$ cat src/sv/cfcs_pkg.sv
// ----------------------------------------------------------------------------
// cfcs_pkg
// Shared types and constants of the circular floor/ceiling search block.
// ----------------------------------------------------------------------------
package cfcs_pkg;

  localparam int VALUE_W = 32;
  localparam int INDEX_W = 9;

  typedef enum logic [1:0] {
    MODE_CLEAR  = 2'd0,
    MODE_APPEND = 2'd1,
    MODE_FLOOR  = 2'd2,
    MODE_CEIL   = 2'd3
  } mode_t;

  typedef struct packed {
    mode_t                     mode;
    logic signed [VALUE_W-1:0] key;
  } in_item_t;

  typedef struct packed {
    logic                      found;
    logic [INDEX_W-1:0]        target_index;
    logic signed [VALUE_W-1:0] target_value;
    logic                      wrapped;
  } out_item_t;

  // controller -> datapath
  typedef struct packed {
    logic clear;     // empty the store
    logic append;    // write key at the end
    logic load;      // latch query key, rewind scan
    logic read;      // read entry at scan address
    logic addr_inc;  // advance scan address
    logic emit;      // register result and strobe it
  } ctl_cmd_t;

  // datapath -> controller
  typedef struct packed {
    logic empty;
    logic last_addr;
  } dp_stat_t;

endpackage

$ cat src/sv/cfcs_ctrl.sv
// ----------------------------------------------------------------------------
// cfcs_ctrl
// Sequencer: accepts commands, walks the scan and schedules the result.
// ----------------------------------------------------------------------------
module cfcs_ctrl
  import cfcs_pkg::*;
(
  input  logic     clk,
  input  logic     rst_n,
  input  logic     start,
  input  mode_t    mode,
  input  dp_stat_t stat,
  output logic     busy,
  output ctl_cmd_t cmd
);

  typedef enum logic [1:0] {
    ST_IDLE,
    ST_SCAN,
    ST_LAST,
    ST_EMIT
  } state_t;

  state_t state_r, state_nxt;
  logic   busy_r;

  always_comb begin
    state_nxt = state_r;
    cmd       = '0;
    case (state_r)
      ST_IDLE: begin
        if (start) begin
          case (mode)
            MODE_CLEAR:  cmd.clear  = 1'b1;
            MODE_APPEND: cmd.append = 1'b1;
            MODE_FLOOR, MODE_CEIL: begin
              cmd.load  = 1'b1;
              state_nxt = stat.empty ? ST_EMIT : ST_SCAN;
            end
            default: ;
          endcase
        end
      end
      ST_SCAN: begin
        cmd.read = 1'b1;
        if (stat.last_addr) begin
          state_nxt = ST_LAST;
        end else begin
          cmd.addr_inc = 1'b1;
        end
      end
      // last read data is compared in this cycle
      ST_LAST: state_nxt = ST_EMIT;
      ST_EMIT: begin
        cmd.emit  = 1'b1;
        state_nxt = ST_IDLE;
      end
      default: state_nxt = ST_IDLE;
    endcase
  end

  always_ff @(posedge clk) begin
    if (!rst_n) begin
      state_r <= ST_IDLE;
      busy_r  <= 1'b0;
    end else begin
      state_r <= state_nxt;
      busy_r  <= (state_nxt != ST_IDLE);
    end
  end

  assign busy = busy_r;

endmodule

$ cat config.mk
export PLATFORM = sky130hd
export DESIGN_NAME = cfcs_ctrl
export DESIGN_NICKNAME = d
export VERILOG_FILES = /design/src/sv/cfcs_pkg.sv /design/src/sv/cfcs_ctrl.sv
export SDC_FILE = /design/constraint.sdc
export NUM_CORES = 1
export LEC_CHECK = 0
export BUFFER_PORTS_ARGS = -buffer_cell sky130_fd_sc_hd__buf_2
export CAP_MARGIN = 40
export CELL_PAD_IN_SITES_DETAIL_PLACEMENT = 1
export CELL_PAD_IN_SITES_GLOBAL_PLACEMENT = 2
export CORE_AREA = 10 10 47 49
export CTS_CLUSTER_SIZE = 14
export DETAILED_ROUTE_END_ITERATION = 7
export DIE_AREA = 0 0 57 59
export GPL_TIMING_DRIVEN = 0
export PLACE_DENSITY_LB_ADDON = 0.1
export SETUP_SLACK_MARGIN = 0.1
export SLEW_MARGIN = 20
export SYNTH_ARGS = -nofsm -noshare
export SYNTH_HDL_FRONTEND = slang
export SYNTH_SLANG_ARGS = --single-unit
$ cat constraint.sdc
create_clock -name clk -period 2.25 [get_ports clk]
set_input_delay 0.225 -clock clk [delete_from_list [all_inputs] [get_ports clk]]
set_output_delay 0.225 -clock clk [all_outputs]
set_load 0.02 [all_outputs]
==> impl_metrics.env, run 1 <==
export IMPL_max_stage_delay_ns=0.34
export IMPL_grt_pass1_wl_um=1170
export IMPL_hold_ws_ns=0.237
export IMPL_coreArea_sq_mm=0.00140
export IMPL_antenna_found_initial=0
export IMPL_clkSinkCount=3
export IMPL_wl_met2_um=275
export IMPL_r2r_setup_slack_ns=1.34
export IMPL_placed_area_sq_um=255
export IMPL_yosys_warnings=0
export IMPL_gp_congestion=0.644
export IMPL_start_util_pct=12.1
export IMPL_yosysSeqAreaShare_pct=35.3
export IMPL_wl_met3_um=92
export IMPL_fin_area_sq_um=282
export IMPL_fin_tns_setup_ns=0
export IMPL_min_from="rst_n"
export IMPL_numCtsBuffers=3
export IMPL_avgSynthCellArea_sq_um=9.45
export IMPL_critPathMaxFanout=6
export IMPL_wl_met1_um=267
export IMPL_postCtsSetupBuffers=0
export IMPL_status="finished clean"
export IMPL_setup_viol=0
export IMPL_crit_required_ns=2.03
export IMPL_netlist_cell_type_count=15
export IMPL_worstPathCellList="nor2_1 -> and4bb_2 -> buf_2"
export IMPL_root_buffer="clkbuf_4"
export IMPL_static_leakage_power_nw=0.152
export IMPL_drt_iter0_drc=2
export IMPL_final_hold_violation_count=0
export IMPL_synthesis_area_sq_um=170
export IMPL_cp_end_kind="primary output"
export IMPL_worstSetupStartpointType="flip-flop"
export IMPL_num_antenna_cells=0
export IMPL_max_cap_viol_count=0
export IMPL_drc=0
export IMPL_finalNetCount=43
export IMPL_holdPathEnd="state_r[0]"
export IMPL_drt_total_wl_um=657
export IMPL_tightest_slew_ns=0.249
export IMPL_reg2reg_depth=2
export IMPL_htree_num_levels=1
export IMPL_cts_tree="built"
export IMPL_worstReg2RegEnd="state_r[0]"
export IMPL_die_area_sq_mm=0.00336
export IMPL_final_cell_mix="buf_2, dfxtp_1, clkbuf_4, nor2b_1"
export IMPL_grt_overflow_total=0
export IMPL_finalCoreUtilization_pct=20.1
export IMPL_fin_crit_ns=1.45
export IMPL_firstDrtPassIters=2
export IMPL_synth_area_leaders="dfxtp_1, and4bb_2, nor2b_1, nor3b_2, and4b_1"
export IMPL_postRouteAntennaNets=0
export IMPL_cts_reportedPaths_clkPinSlew_ns=0.03
export IMPL_port_buffers=13
export IMPL_hp_class="in -> reg"
export IMPL_grt_pass1_vias=246
export IMPL_r2r_start="state_r[1]"
export IMPL_num_vias=209
export IMPL_highest_layer="met4"
export IMPL_syn_nets=25
export IMPL_die_w_um=57
export IMPL_rows=14
export IMPL_ys_ff_latch=3
export IMPL_netlist_instances=18
export IMPL_layout_commonest_cell="buf_2"
export IMPL_irDropWorstVdd_uv=305
export IMPL_die_h_um=59
export IMPL_fmax_mhz=689
export IMPL_cts_resized=0
export IMPL_hold_path_cell_count=2
export IMPL_power_uw=220
export IMPL_yosys_area_top_type_share_pct=35.3
export IMPL_layout_drive_gt1_share_pct=57.1
export IMPL_ios=14
export IMPL_routedWlPerCell_um=12.9
export IMPL_period_share_pct=64.5
export IMPL_slowest_stage="dfxtp_1"
export IMPL_via_per_inst=4.10
export IMPL_timing_final_max_slew_violations=0
export IMPL_yosys_area_top_type="dfxtp_1"
export IMPL_pwr_density_cell_mw_per_mm2=782
export IMPL_hold_buffers=0
export IMPL_clockBufferDepth=2
export IMPL_area_growth_pct=65.4
export IMPL_finalClockSkew_ns=0.00294
export IMPL_grt_max_degree=7
export IMPL_slew_headroom_pct=83.3
export IMPL_clk_insertion_delay_late_ns=0.23
export IMPL_worstSetupPathType="reg -> out"
export IMPL_track_usage_pct=4.72
export IMPL_rsz0062_at_grt="no"
export IMPL_cp_arrival_ns=1.23
[stage by stage]
stage               cells  setup WS [ns]
floorplan              18          0.888
global placement       47           1.04
detailed placement     47           1.04
CTS                    51          0.777
global route           51          0.661
finish                 51          0.798
[critical path, delay by kind of cell, from the launching register on]
| family | cells | cell delay [ns] |
|---|---|---|
| buffers and inverters | 1 | 0.16 |
| flip-flops | 1 | 0.34 |
| AND/OR/NAND/NOR | 2 | 0.49 |
[area by class of cell]
type | count | area (sq um)
multi-input combinational | 14 | 106
clock buffer | 4 | 26.3
fill | 177 | 1120
tap | 16 | 20.0
timing repair buffer | 13 | 65.1
sequential | 3 | 60.1
inverter | 1 | 3.75
[flip-flops by register name (all words and copies together), names as in the netlist]
| name | flops |
|---|---|
| busy | 1 |
| state_r | 2 |
[cell families after synthesis]
kind of cell / Yosys count / share of synthesized area (%)
and+or+nand+nor: 11 / 49.3
DFF: 3 / 35.3
AOI/OAI and AO/OA: 3 / 13.2
buffers and inverters: 1 / 2.20
[per-layer routing]
metal  vias up  global-route usage (%)
met4         0                    5.03
met1        92                    4.30
met5         -                       0
li1        102                       -
met3         2                    4.08
met2        13                    6.05
[Yosys cell counts]
library cell,count
o21ai_0,1
nand3_1,1
inv_1,1
a221oi_1,1
and3_1,1
nor3b_2,1
nor2b_1,2
and2_2,1
nor2_1,1
and4bb_2,1
a211o_1,1
dfxtp_1,3
nand2b_1,1
and4b_1,1
and3_2,1
[power breakdown]
group	switching [mW]	internal (mW)	total, mW	leakage, nW
sequential	0.00736	0.0608	0.0682	0.0250
combinational	0.0316	0.0256	0.0572	0.112
clock	0.0282	0.0665	0.0947	0.0150
total	0.0672	0.153	0.220	0.152
[worst max path at each step]
stage,cells after the start,from,slack [ns],to
floorplan,2,state_r[0],0.89,cmd[1]
global placement,3,state_r[0],1.04,cmd[5]
detailed placement,3,state_r[0],1.04,cmd[5]
CTS,3,state_r[0],0.78,cmd[5]
global route,3,state_r[0],0.66,cmd[5]
finish,3,state_r[0],0.80,cmd[5]
No activity file was read; power rests on OpenSTA's default activity.
==> run 2, diff against run 1 <==
==> constraint.sdc (replaced) <==
create_clock -name clk -period 1.3 [get_ports clk]
set_input_delay 0.13 -clock clk [delete_from_list [all_inputs] [get_ports clk]]
set_output_delay 0.13 -clock clk [all_outputs]
set_load 0.02 [all_outputs]
==> run 2 against run 1 <==
  * Clock skew fell by 0.00093 ns
  * Sequential power rose by 83%
  * First-iteration DRC count fell by 100%
  * Final area rose by 16%
  * Sequential share of layout area fell by 0.72 points
  * Non-clock buffer count rose by 2
  * Wire length rose by 2.0%
  * Largest power group unchanged
==> impl_metrics.env, run 2 (synthesis results as in run 1) <==
export IMPL_routedWlPerCell_um=12.6
export IMPL_p_sw_uw=123
export IMPL_cp_endpoint="cmd[5]"
export IMPL_cp_arrival_ns=1.07
export IMPL_cp_startpoint="state_r[0]"
export IMPL_min_from="rst_n"
export IMPL_fin_crit_ns=1.20
export IMPL_worstSetupPathType="reg -> out"
export IMPL_cts_tree="built"
export IMPL_max_stage_delay_ns=0.36
export IMPL_regMostFlops="state_r"
export IMPL_clockBufferDepth=2
export IMPL_p_clk_share_pct=39.4
export IMPL_finalNetCount=45
export IMPL_cp_depth=3
export IMPL_drt_iter0_drc=0
export IMPL_wl_met2_um=328
export IMPL_start_util_pct=12.1
export IMPL_critPathMaxFanout=5
export IMPL_irDropWorstVdd_uv=371
export IMPL_worstSetupStartpointType="flip-flop"
export IMPL_port_buffers=13
export IMPL_worstPathCellList="nor2_4 -> and4bb_2 -> buf_6"
export IMPL_dpl_hpwl_um=544
export IMPL_die_area_sq_mm=0.00336
export IMPL_tightest_slew_ns=0.242
export IMPL_firstDrtPassIters=1
export IMPL_clk_insertion_delay_late_ns=0.23
export IMPL_grt_overflow_total=0
export IMPL_grt_pass1_wl_um=1040
export IMPL_rsz0062_at_grt="yes"
export IMPL_swShare_pct=29.9
export IMPL_r2r_start="state_r[0]"
export IMPL_die_w_um=57
export IMPL_antenna_found_initial=0
export IMPL_max_cap_viol_count=0
export IMPL_layout_drive_gt1_share_pct=73.0
export IMPL_final_hold_violation_count=0
export IMPL_final_cell_mix="buf_2, buf_4, clkbuf_4, nor2b_2, dfxtp_4"
export IMPL_htree_num_levels=1
export IMPL_wl_met3_um=58
export IMPL_path_buf_inv=1
export IMPL_clkSinkCount=3
export IMPL_num_antenna_cells=0
export IMPL_area_growth_pct=92.6
export IMPL_finalClockSkew_ns=0.00201
export IMPL_grt_pass1_vias=223
export IMPL_hp_class="in -> reg"
export IMPL_crit_required_ns=1.17
export IMPL_root_buffer="clkbuf_4"
export IMPL_ios=14
export IMPL_num_vias=217
export IMPL_placed_cells=47
export IMPL_slowest_stage="dfxtp_4"
export IMPL_wl_met1_um=265
export IMPL_internal_power_uw=288
export IMPL_numCtsBuffers=3
export IMPL_period_share_pct=92.0
export IMPL_cp_end_kind="primary output"
export IMPL_slew_headroom_pct=83.8
export IMPL_drc=0
export IMPL_coreArea_sq_mm=0.00140
export IMPL_comb_power_share_pct=30.3
export IMPL_p_seq_share_pct=30.3
export IMPL_via_per_inst=4.09
export IMPL_setup_viol=0
export IMPL_finalWorstSetupSlack_ns=0.104
export IMPL_worstReg2RegEnd="state_r[0]"
export IMPL_rows=14
export IMPL_postRouteAntennaNets=0
export IMPL_fmax_mhz=836
export IMPL_dpl_worst_slack_ns=0.199
export IMPL_layout_commonest_cell="buf_2"
export IMPL_highest_layer="met4"
export IMPL_grt_max_degree=7
export IMPL_largest_register_ffs=2
export IMPL_static_leakage_power_nw=0.167
export IMPL_fin_cells=53
export IMPL_die_h_um=59
export IMPL_status="finished clean"
export IMPL_cts_reportedPaths_clkPinSlew_ns=0.04
export IMPL_reg2reg_depth=3
export IMPL_r2r_setup_slack_ns=0.31
export IMPL_drt_total_wl_um=670
export IMPL_fin_tns_setup_ns=0
export IMPL_track_usage_pct=3.85
export IMPL_timing_final_max_slew_violations=0
export IMPL_gp_congestion=0.691
export IMPL_pwr_density_cell_mw_per_mm2=1250
export IMPL_cp_top_family="simple AND/OR/NAND/NOR gates"
[run 2: worst reg2reg max path, delay by kind of cell, from the launching register on]
| family | cells | cell delay, ns |
|---|---|---|
| DFF | 1 | 0.36 |
| AOI/OAI and AO/OA | 1 | 0.23 |
| and+or+nand+nor | 1 | 0.17 |
| buffers and inverters | 1 | 0.13 |
[run 2: worst min-delay path by stage]
stage | slack (ns) | endpoint | cells after the start
after global routing | 0.15 | state_r[0] | 2
after global placement | 0.39 | state_r[0] | 2
after floorplan | 0.28 | state_r[0] | 1
after CTS | 0.15 | state_r[0] | 2
after detailed placement | 0.39 | state_r[0] | 2
final | 0.15 | state_r[0] | 2
[run 2: routing by layer]
metal | global-route usage [%] | vias to the layer above
met5 | 0 | -
met4 | 3.02 | 0
li1 | - | 108
met1 | 3.81 | 95
met3 | 1.93 | 2
met2 | 6.05 | 12
[run 2: what timing repair did]
item | 4_1_cts | 5_1_grt
gates resized for setup | 7 | 3
setup buffers | 0 | 2
pin swaps | 1 | 2
setup endpoints to repair | 4 | 4
hold buffers | 0 | 0
gates cloned | 0 | 0
[run 2: through the flow]
stage / hold WS (ns) / total power, mW / cell area, sq um / util [%]
after detailed placement: 0.388 / 0.225 / 260 / 18.6
after global placement: 0.386 / 0.224 / 260 / 18.6
final: 0.154 / 0.411 / 328 / 23.4
after global routing: 0.154 / 0.444 / 328 / 23.4
after floorplan: 0.276 / 0.181 / 175 / -
after CTS: 0.152 / 0.401 / 304 / 21.7
[run 2: power groups by stage]
stage          Clock [mW]  Combinational (mW)  Sequential, mW
5_1_grt             0.180               0.137           0.128
6_report            0.162               0.125           0.125
2_1_floorplan           0              0.0599           0.121
4_1_cts             0.165               0.109           0.127
3_5_place_dp            0               0.104           0.121
3_3_place_gp            0               0.103           0.121
[run 2: area by class of cell]
type                    count  area [sq um]
well taps                  16          20.0
flip-flops and latches      3          67.6
inverters                   1          3.75
clock buffers               4          26.3
repair buffers             15          91.3
fillers                   180          1070
multi-input cells          14           119
